### config.mk
export PLATFORM = sky130hd
export DESIGN_NAME = rgb_led_fade_pwm
export DESIGN_NICKNAME = d
export VERILOG_FILES = /design/src/rtl/rlfp_pkg.sv /design/src/rtl/rlfp_pwm.sv /design/src/rtl/rlfp_core.sv /design/src/rtl/rgb_led_fade_pwm.sv
export SDC_FILE = /design/constraint.sdc
export NUM_CORES = 1
export LEC_CHECK = 0
export ABC_AREA = 1
export BUFFER_PORTS_ARGS = -buffer_cell sky130_fd_sc_hd__buf_4
export CORE_AREA = 2 2 163 165
export CTS_BUF_LIST = sky130_fd_sc_hd__clkbuf_2 sky130_fd_sc_hd__clkbuf_4 sky130_fd_sc_hd__clkbuf_8
export DETAILED_ROUTE_END_ITERATION = 7
export DIE_AREA = 0 0 165 167
export HOLD_SLACK_MARGIN = 0.15
export PLACE_DENSITY = 0.46
export SYNTH_ARGS = -nofsm -noshare
export SYNTH_HDL_FRONTEND = slang
export SYNTH_SLANG_ARGS = --single-unit
### constraint.sdc
create_clock -name aclk -period 8.3 [get_ports aclk]
set_input_delay 0 -clock aclk [delete_from_list [all_inputs] [get_ports aclk]]
set_output_delay 0 -clock aclk [all_outputs]
set_load 0.01 [all_outputs]
### src/rtl/rlfp_pkg.sv
`default_nettype none

package rlfp_pkg;

    // Configuration register indexes.
    typedef enum logic [1:0] {
        REG_REVERSE_THRESHOLD = 2'd0,
        REG_WRAP_THRESHOLD    = 2'd1,
        REG_FAST_STEP         = 2'd2
    } reg_index_t;

    // Item kinds carried on the input side.
    typedef enum logic {
        OP_FRAME_STEP = 1'b0,
        OP_PWM_SLOT   = 1'b1
    } op_t;

    // Display modes.
    typedef enum logic [1:0] {
        MODE_TABLE  = 2'd0,
        MODE_GREEN  = 2'd1,
        MODE_YELLOW = 2'd2,
        MODE_RED    = 2'd3
    } mode_t;

    localparam logic [7:0] REVERSE_THRESHOLD_RESET = 8'd150;
    localparam logic [7:0] WRAP_THRESHOLD_RESET    = 8'd245;
    localparam logic [6:0] FAST_STEP_RESET         = 7'd8;

    // Color table, one ramp bit per channel. Entries past the six colors are dark.
    localparam logic [7:0] TAB_RED   = 8'b0001_1001;
    localparam logic [7:0] TAB_GREEN = 8'b0010_1010;
    localparam logic [7:0] TAB_BLUE  = 8'b0011_0100;

    typedef struct packed {
        logic [7:0] reverse_threshold;
        logic [7:0] wrap_threshold;
        logic [6:0] fast_step;
    } cfg_t;

    typedef struct packed {
        op_t        op;
        logic       button_pressed;
        logic [7:0] pwm_phase;
    } item_t;

    typedef struct packed {
        logic [1:0] mode;
        logic [7:0] blue_level;
        logic [7:0] green_level;
        logic [7:0] red_level;
        logic [2:0] led_bits;
    } result_t;

endpackage

`default_nettype wire

### src/rtl/rlfp_pwm.sv
`default_nettype none

// Slot comparator: a channel is lit while the phase is below both its level and the PWM period.
module rlfp_pwm #(
    parameter int PWM_PERIOD = 255
) (
    input  wire logic [7:0] pwm_phase,
    input  wire logic [7:0] red_level,
    input  wire logic [7:0] green_level,
    input  wire logic [7:0] blue_level,
    output logic      [2:0] led_bits
);

    localparam logic [8:0] PERIOD = 9'(PWM_PERIOD);

    logic in_period;

    assign in_period = ({1'b0, pwm_phase} < PERIOD);

    always_comb begin
        led_bits    = 3'b000;
        led_bits[2] = in_period && (pwm_phase < red_level);
        led_bits[1] = in_period && (pwm_phase < blue_level);
        led_bits[0] = in_period && (pwm_phase < green_level);
    end

endmodule

`default_nettype wire

### src/rtl/rlfp_core.sv
`default_nettype none

// Fader state and the combinational update for one item.
module rlfp_core #(
    parameter int TABLE_ENTRIES = 6,
    parameter int PWM_PERIOD    = 255
) (
    input  wire logic              aclk,
    input  wire logic              aresetn,
    input  wire logic              item_fire,
    input  wire rlfp_pkg::item_t   item,
    input  wire rlfp_pkg::cfg_t    cfg,
    output rlfp_pkg::result_t      result
);

    localparam logic [3:0] ENTRIES = 4'(TABLE_ENTRIES);

    logic [7:0]      red_value_reg, green_value_reg, blue_value_reg;
    logic [7:0]      red_value_next, green_value_next, blue_value_next;
    logic [7:0]      red_step_reg, green_step_reg, blue_step_reg;
    logic [7:0]      red_step_next, green_step_next, blue_step_next;
    rlfp_pkg::mode_t mode_reg, mode_next;
    logic [2:0]      table_index_reg, table_index_next;
    logic            reload_pending_reg, reload_pending_next;
    logic            button_held_reg, button_held_next;

    logic [7:0] red_sum, green_sum, blue_sum;
    logic       wrap_hit, do_reload;
    logic [3:0] index_inc;
    logic [7:0] fast_ext;
    logic [2:0] led_bits;

    assign red_sum   = red_value_reg + red_step_reg;
    assign green_sum = green_value_reg + green_step_reg;
    assign blue_sum  = blue_value_reg + blue_step_reg;

    assign wrap_hit  = (red_sum > cfg.wrap_threshold) || (green_sum > cfg.wrap_threshold)
                    || (blue_sum > cfg.wrap_threshold);
    assign do_reload = reload_pending_reg || wrap_hit;
    assign index_inc = {1'b0, table_index_reg} + 4'd1;
    assign fast_ext  = {1'b0, cfg.fast_step};

    always_comb begin
        red_value_next      = red_value_reg;
        green_value_next    = green_value_reg;
        blue_value_next     = blue_value_reg;
        red_step_next       = red_step_reg;
        green_step_next     = green_step_reg;
        blue_step_next      = blue_step_reg;
        mode_next           = mode_reg;
        table_index_next    = table_index_reg;
        reload_pending_next = reload_pending_reg;
        button_held_next    = button_held_reg;

        if (item_fire && item.op == rlfp_pkg::OP_FRAME_STEP) begin
            red_value_next   = red_sum;
            green_value_next = green_sum;
            blue_value_next  = blue_sum;
            if (red_sum > cfg.reverse_threshold) begin
                red_step_next = 8'd0 - red_step_reg;
            end
            if (green_sum > cfg.reverse_threshold) begin
                green_step_next = 8'd0 - green_step_reg;
            end
            if (blue_sum > cfg.reverse_threshold) begin
                blue_step_next = 8'd0 - blue_step_reg;
            end

            // A reload uses the mode held before this frame's button sample.
            if (do_reload) begin
                red_value_next   = 8'd0;
                green_value_next = 8'd0;
                blue_value_next  = 8'd0;
                unique case (mode_reg)
                    rlfp_pkg::MODE_TABLE: begin
                        red_step_next   = {7'd0, rlfp_pkg::TAB_RED[table_index_reg]};
                        green_step_next = {7'd0, rlfp_pkg::TAB_GREEN[table_index_reg]};
                        blue_step_next  = {7'd0, rlfp_pkg::TAB_BLUE[table_index_reg]};
                    end
                    rlfp_pkg::MODE_GREEN: begin
                        red_step_next   = 8'd0;
                        green_step_next = fast_ext;
                        blue_step_next  = 8'd0;
                    end
                    rlfp_pkg::MODE_YELLOW: begin
                        red_step_next   = fast_ext;
                        green_step_next = fast_ext;
                        blue_step_next  = 8'd0;
                    end
                    rlfp_pkg::MODE_RED: begin
                        red_step_next   = fast_ext;
                        green_step_next = 8'd0;
                        blue_step_next  = 8'd0;
                    end
                    default: begin
                        red_step_next   = 8'd0;
                        green_step_next = 8'd0;
                        blue_step_next  = 8'd0;
                    end
                endcase
                table_index_next = (index_inc >= ENTRIES) ? 3'd0 : index_inc[2:0];
            end

            // Reload is requested again only by a button release.
            reload_pending_next = 1'b0;
            if (item.button_pressed) begin
                button_held_next = 1'b1;
            end else if (button_held_reg) begin
                button_held_next    = 1'b0;
                mode_next           = rlfp_pkg::mode_t'(mode_reg + 2'd1);
                reload_pending_next = 1'b1;
            end
        end
    end

    always_ff @(posedge aclk) begin
        if (!aresetn) begin
            red_value_reg      <= 8'd0;
            green_value_reg    <= 8'd0;
            blue_value_reg     <= 8'd0;
            red_step_reg       <= 8'd0;
            green_step_reg     <= 8'd0;
            blue_step_reg      <= 8'd0;
            mode_reg           <= rlfp_pkg::MODE_TABLE;
            table_index_reg    <= 3'd0;
            reload_pending_reg <= 1'b1;
            button_held_reg    <= 1'b0;
        end else begin
            red_value_reg      <= red_value_next;
            green_value_reg    <= green_value_next;
            blue_value_reg     <= blue_value_next;
            red_step_reg       <= red_step_next;
            green_step_reg     <= green_step_next;
            blue_step_reg      <= blue_step_next;
            mode_reg           <= mode_next;
            table_index_reg    <= table_index_next;
            reload_pending_reg <= reload_pending_next;
            button_held_reg    <= button_held_next;
        end
    end

    rlfp_pwm #(
        .PWM_PERIOD(PWM_PERIOD)
    ) u_pwm (
        .pwm_phase  (item.pwm_phase),
        .red_level  (red_value_reg),
        .green_level(green_value_reg),
        .blue_level (blue_value_reg),
        .led_bits   (led_bits)
    );

    // Frame steps report no LED bits; PWM slots leave the state untouched.
    always_comb begin
        result.led_bits    = (item.op == rlfp_pkg::OP_PWM_SLOT) ? led_bits : 3'b000;
        result.red_level   = red_value_next;
        result.green_level = green_value_next;
        result.blue_level  = blue_value_next;
        result.mode        = mode_next;
    end

endmodule

`default_nettype wire

### src/rtl/rgb_led_fade_pwm.sv
`default_nettype none

// Three-channel RGB LED fader. Each input item is either a frame step
// (s_tuser low), which ramps the red, green and blue levels, reverses a
// ramp above the reverse threshold, reloads the ramps when a level passes
// the wrap threshold and samples the button to change the mode on release,
// or a PWM slot (s_tuser high), which compares its phase with the three
// levels and reports which LEDs are lit. Every item yields exactly one
// result item carrying the LED bits, the three levels after the item and
// the mode. The block takes one item per clock while results are taken: an
// input register feeds a single pass of add, compare and select logic that
// writes the state and the result register in the same cycle; the result
// register drives m_tvalid and m_tdata. While a result waits, the input
// register still takes one more item; s_tready then stays low until the
// waiting result is taken. The user must write thresholds and the fast step
// through the cfg_* port only while no item is in flight; the block does
// not enforce this.
module rgb_led_fade_pwm #(
    parameter int TABLE_ENTRIES = 6,
    parameter int PWM_PERIOD    = 255
) (
    input  wire logic        aclk,
    input  wire logic        aresetn,

    // Input items.
    input  wire logic        s_tvalid,
    output logic             s_tready,
    input  wire logic [15:0] s_tdata,   // [0] button_pressed, [8:1] pwm_phase, rest zero
    input  wire logic [0:0]  s_tuser,   // [0] op

    // Result items.
    output logic             m_tvalid,
    input  wire logic        m_tready,
    output logic      [31:0] m_tdata,   // [2:0] led_bits, [10:3] red_level,
                                        // [18:11] green_level, [26:19] blue_level,
                                        // [28:27] mode, rest zero

    // Configuration writes.
    input  wire logic        cfg_wr_en,
    input  wire logic [1:0]  cfg_index,
    input  wire logic [7:0]  cfg_wdata
);

    rlfp_pkg::cfg_t    cfg_reg;
    rlfp_pkg::item_t   item_reg;
    logic              item_valid_reg;
    rlfp_pkg::result_t result_reg;
    logic              result_valid_reg;
    rlfp_pkg::result_t result;
    logic              advance;
    logic              item_fire;

    // The working stage moves whenever the result register is free or drains.
    assign advance   = !result_valid_reg || m_tready;
    assign item_fire = item_valid_reg && advance;
    assign s_tready  = !item_valid_reg || advance;

    always_ff @(posedge aclk) begin
        if (!aresetn) begin
            cfg_reg.reverse_threshold <= rlfp_pkg::REVERSE_THRESHOLD_RESET;
            cfg_reg.wrap_threshold    <= rlfp_pkg::WRAP_THRESHOLD_RESET;
            cfg_reg.fast_step         <= rlfp_pkg::FAST_STEP_RESET;
        end else if (cfg_wr_en) begin
            // Writes to an index past the register list are dropped.
            unique case (rlfp_pkg::reg_index_t'(cfg_index))
                rlfp_pkg::REG_REVERSE_THRESHOLD: cfg_reg.reverse_threshold <= cfg_wdata;
                rlfp_pkg::REG_WRAP_THRESHOLD:    cfg_reg.wrap_threshold    <= cfg_wdata;
                rlfp_pkg::REG_FAST_STEP:         cfg_reg.fast_step         <= cfg_wdata[6:0];
                default: begin
                end
            endcase
        end
    end

    always_ff @(posedge aclk) begin
        if (!aresetn) begin
            item_valid_reg <= 1'b0;
        end else if (s_tready) begin
            item_valid_reg <= s_tvalid;
        end
    end

    always_ff @(posedge aclk) begin
        if (s_tvalid && s_tready) begin
            item_reg.op             <= rlfp_pkg::op_t'(s_tuser[0]);
            item_reg.button_pressed <= s_tdata[0];
            item_reg.pwm_phase      <= s_tdata[8:1];
        end
    end

    rlfp_core #(
        .TABLE_ENTRIES(TABLE_ENTRIES),
        .PWM_PERIOD   (PWM_PERIOD)
    ) u_core (
        .aclk     (aclk),
        .aresetn  (aresetn),
        .item_fire(item_fire),
        .item     (item_reg),
        .cfg      (cfg_reg),
        .result   (result)
    );

    always_ff @(posedge aclk) begin
        if (!aresetn) begin
            result_valid_reg <= 1'b0;
        end else if (advance) begin
            result_valid_reg <= item_valid_reg;
        end
    end

    always_ff @(posedge aclk) begin
        if (item_fire) begin
            result_reg <= result;
        end
    end

    assign m_tvalid = result_valid_reg;
    assign m_tdata  = {3'd0, result_reg};

endmodule

`default_nettype wire
==> summary.txt <==
Worst hold path
  • Hold depth: 2
  • WHS Endpoint: item_reg[4]
  • Hold_sp: s_tdata[5]
  • Hold Crit Class: input pin to flop

Die
  • Number of cell rows: 59
  • Die Height: 167 um
  • Initial Util: 29.4%
  • Die area: 27600 sq um
  • IO Pins: 66
  • Die Wd: 165 um
  • Core area: 25800 sq um

Clocking
  • Setup Fix Bufs, Post-CTS: 0
  • Num CTS Buffers: 17
  • H-tree depth: 4
  • CTS root buffer: clkbuf_8
  • Max Root-Sink Buffers: 2
  • Clock latency on the worst-skew pair: 0.45 ns
  • Clk pin slew, worst setup/hold paths: 0.08 ns
  • CTS sink cnt: 122
  • Post-cts gate resize count: 0
  • CTS tree: yes

GRT
  • Overflow after GRT: 0
  • First-pass GRT wire length: 32800 um
  • Antenna violations before repair: 0
  • GRT Total Usage: 15.5%
  • Pin count of the biggest net entering global routing: 43
  • Number of global-route vias before repair: 6103

Layout
  • Final net count: 1179
  • Finished Core Util: 35.7%
  • Fin area: 9200 sq um
  • Share of cells above drive strength 1: 12.1%
  • Antenna cells: 0
  • Non-Filler Instances: 1391
  • Area Growth Syn to Fin: 21.2%
  • Area of the multi-input gates: 4100 sq um
  • Commonest non-fill, non-tap cells in the layout: 203 x nand2_1, 145 x inv_1, 101 x ha_1, 83 x dfxtp_1
  • Layout filler cell count: 2659
  • Most common cell after layout, fill and taps aside: nand2_1
  • Largest register FFs: 29
  • Storage cell area: 2830 sq um

Synthesis
  • EDFF count, synth: 39
  • Cell Area, Synth: 7590 sq um
  • Post-synth top flop: dfxtp_1
  • Async S/R FF share, synth: 0%
  • Distinct cells, synth: 41
  • Top cell type's share of synthesized area: 21.9%
  • Synth warnings: 0
  • Main area contributors after synthesis: dfxtp_1 22%, ha_1 17%, edfxtp_1 15%
  • Cell taking the most area after synthesis: dfxtp_1
  • Syn Inst Count: 942
  • Synthesized area per cell: 8.05 sq um
  • Yosys reg bits: 122
  • Sequential fraction of the synthesis area: 37.3%

Detailed routing
  • Via count: 6221
  • Residual DRC count: 0
  • Remaining antenna violation count after routing: 0
  • Routed len/inst: 14.6 um
  • WL final: 20300 um
  • DR pass1 iterations: 7
  • Initial DRC count: 362
  • Via/cell ratio: 4.47

Place
  • DP Cell Count: 1321
  • IO Port Bufs: 55
  • Placed cell areas: 8360 sq um
  • Place WS: 4.18 ns
  • DP HPWL: 15500 um
  • GP Congestion: 0.829

Worst setup path
  • Startpoint types: flop
  • Maximum fanout along the worst path: 28
  • R2R Setup Slk: 4.14 ns
  • Worst Path Arrival: 4.51 ns
  • Max stage delay on crit path: 0.41 ns
  • R2R Path Start: u_core.red_step_reg[0]
  • Worst Path Required: 8.65 ns
  • R2R depth: 23
  • Worst setup path start: u_core.red_step_reg[0]
  • Crit Path Category: flop to flop
  • Bufs and invs on worst path: 1
  • CP Capture Type: flop
  • Top delay family on crit path: simple AND/OR/NAND/NOR gates
  • CP max stage cell: fa_1
  • CP cell instances: ha_1 -> fa_1 -> a21oi_1 -> o21ai_0 -> nand2_1 -> nand2_1 -> a21oi_1 -> xnor2_1 -> ha_1 -> nand2_1 -> o21a_1 -> nand2_1 -> nand2_1 -> nand2_2 -> nor2_8 -> nor2_8 -> nand2_1 -> nand2_1 -> nor2_1 -> inv_1 -> ha_1 -> nand2_1 -> nand2_1
  • Crit path top cell by count: nand2_1

STA
  • Setup violators final: 0
  • Final Cycle Share: 50.2%
  • Final min period: 4.16 ns
  • Slew Limit Fails: 0
  • Measured slew at the worst slew-check pin: 0.615 ns
  • Layout Skew: 0.0136 ns
  • RSZ-0062 raised after global routing: no
  • Setup slack after layout: 4.14 ns
  • Final hold violation count: 0
  • F_max: 240 MHz
  • Post-route setup TNS: 0 ns
  • Slew HR: 59.0%

Power and ir drop
  • Cell Pwr Density: 158 nW/um^2
  • Static Leak: 4.39 nW
  • Max IR drop VDD: 0.0802 mV

Run
  • Total of max-cap violations: 0

Run status
  • Outcome: completed
## how the worst max path moves through the flow
stage	endpoint	slack, ns	cells past startpoint
final	flop	4.14	23
after global routing	flop	3.74	23
after CTS	flop	4.14	23
after detailed placement	flop	4.18	23
after global placement	flop	4.18	23
after floorplan	flop	4.99	24
## power breakdown
group / total [mW] / leakage (nW) / internal [mW] / switching [mW]
clock: 0.611 / 0.231 / 0.359 / 0.252
sequential: 0.654 / 1.06 / 0.637 / 0.0166
combinational: 0.189 / 3.11 / 0.0770 / 0.112
total: 1.45 / 4.39 / 1.07 / 0.381
## synthesized netlist by cell type, types with 5 or more instances
cell	n
nand2_1	203
inv_1	145
ha_1	101
dfxtp_1	83
a21oi_1	70
nor2_1	70
o21ai_0	49
edfxtp_1	39
xor2_1	28
nand3_1	27
o211ai_1	14
nand2_2	11
nand4_1	11
a21oi_2	10
nor3_1	10
clkbuf_1	6
o22ai_1	6
xnor2_1	6
buf_4	5
o21bai_1	5
## cells by family after synthesis
family | share of synthesized area [%]
flops | 37.3
simple gates | 19.5
buf+inv | 8.74
xor+xnor | 3.93
other cells | 0.0494
compound gates | 13.0
fa+ha+maj | 17.5
## cell type report
cell class / count / area share (%)
Clock buffer: 22 / 3.16
Clock inverter: 10 / 1.77
Inverter: 147 / 6.05
Multi-Input combinational cell: 656 / 44.6
Sequential cell: 122 / 30.8
Tap cell: 335 / 4.56
Timing Repair Buffer: 99 / 9.11
## layer usage
layer  routed length, um  share of wire, %  GRT usage (%)  vias to the layer above
met2                9870                49           26.4                       66
met3                 523               2.6           3.26                       16
met5                   0                 0              0                        -
met4                 210               1.0           3.29                        0
met1                9660                48           20.2                     2842
li1                    -                 -              -                     3297
## through the flow
stage                     hold WS [ns]  total power, mW
after floorplan                 0.0989            0.784
after CTS                        0.236             1.48
after detailed placement         0.179            0.845
final                            0.276             1.45
after global routing             0.248             1.53
after global placement           0.181            0.844
## repair_timing
action	CTS	global route
endpoints found under the hold margin	68	0
setup endpoints to repair	0	0
hold buffers	38	0
(Power assumes the default switching activity.)
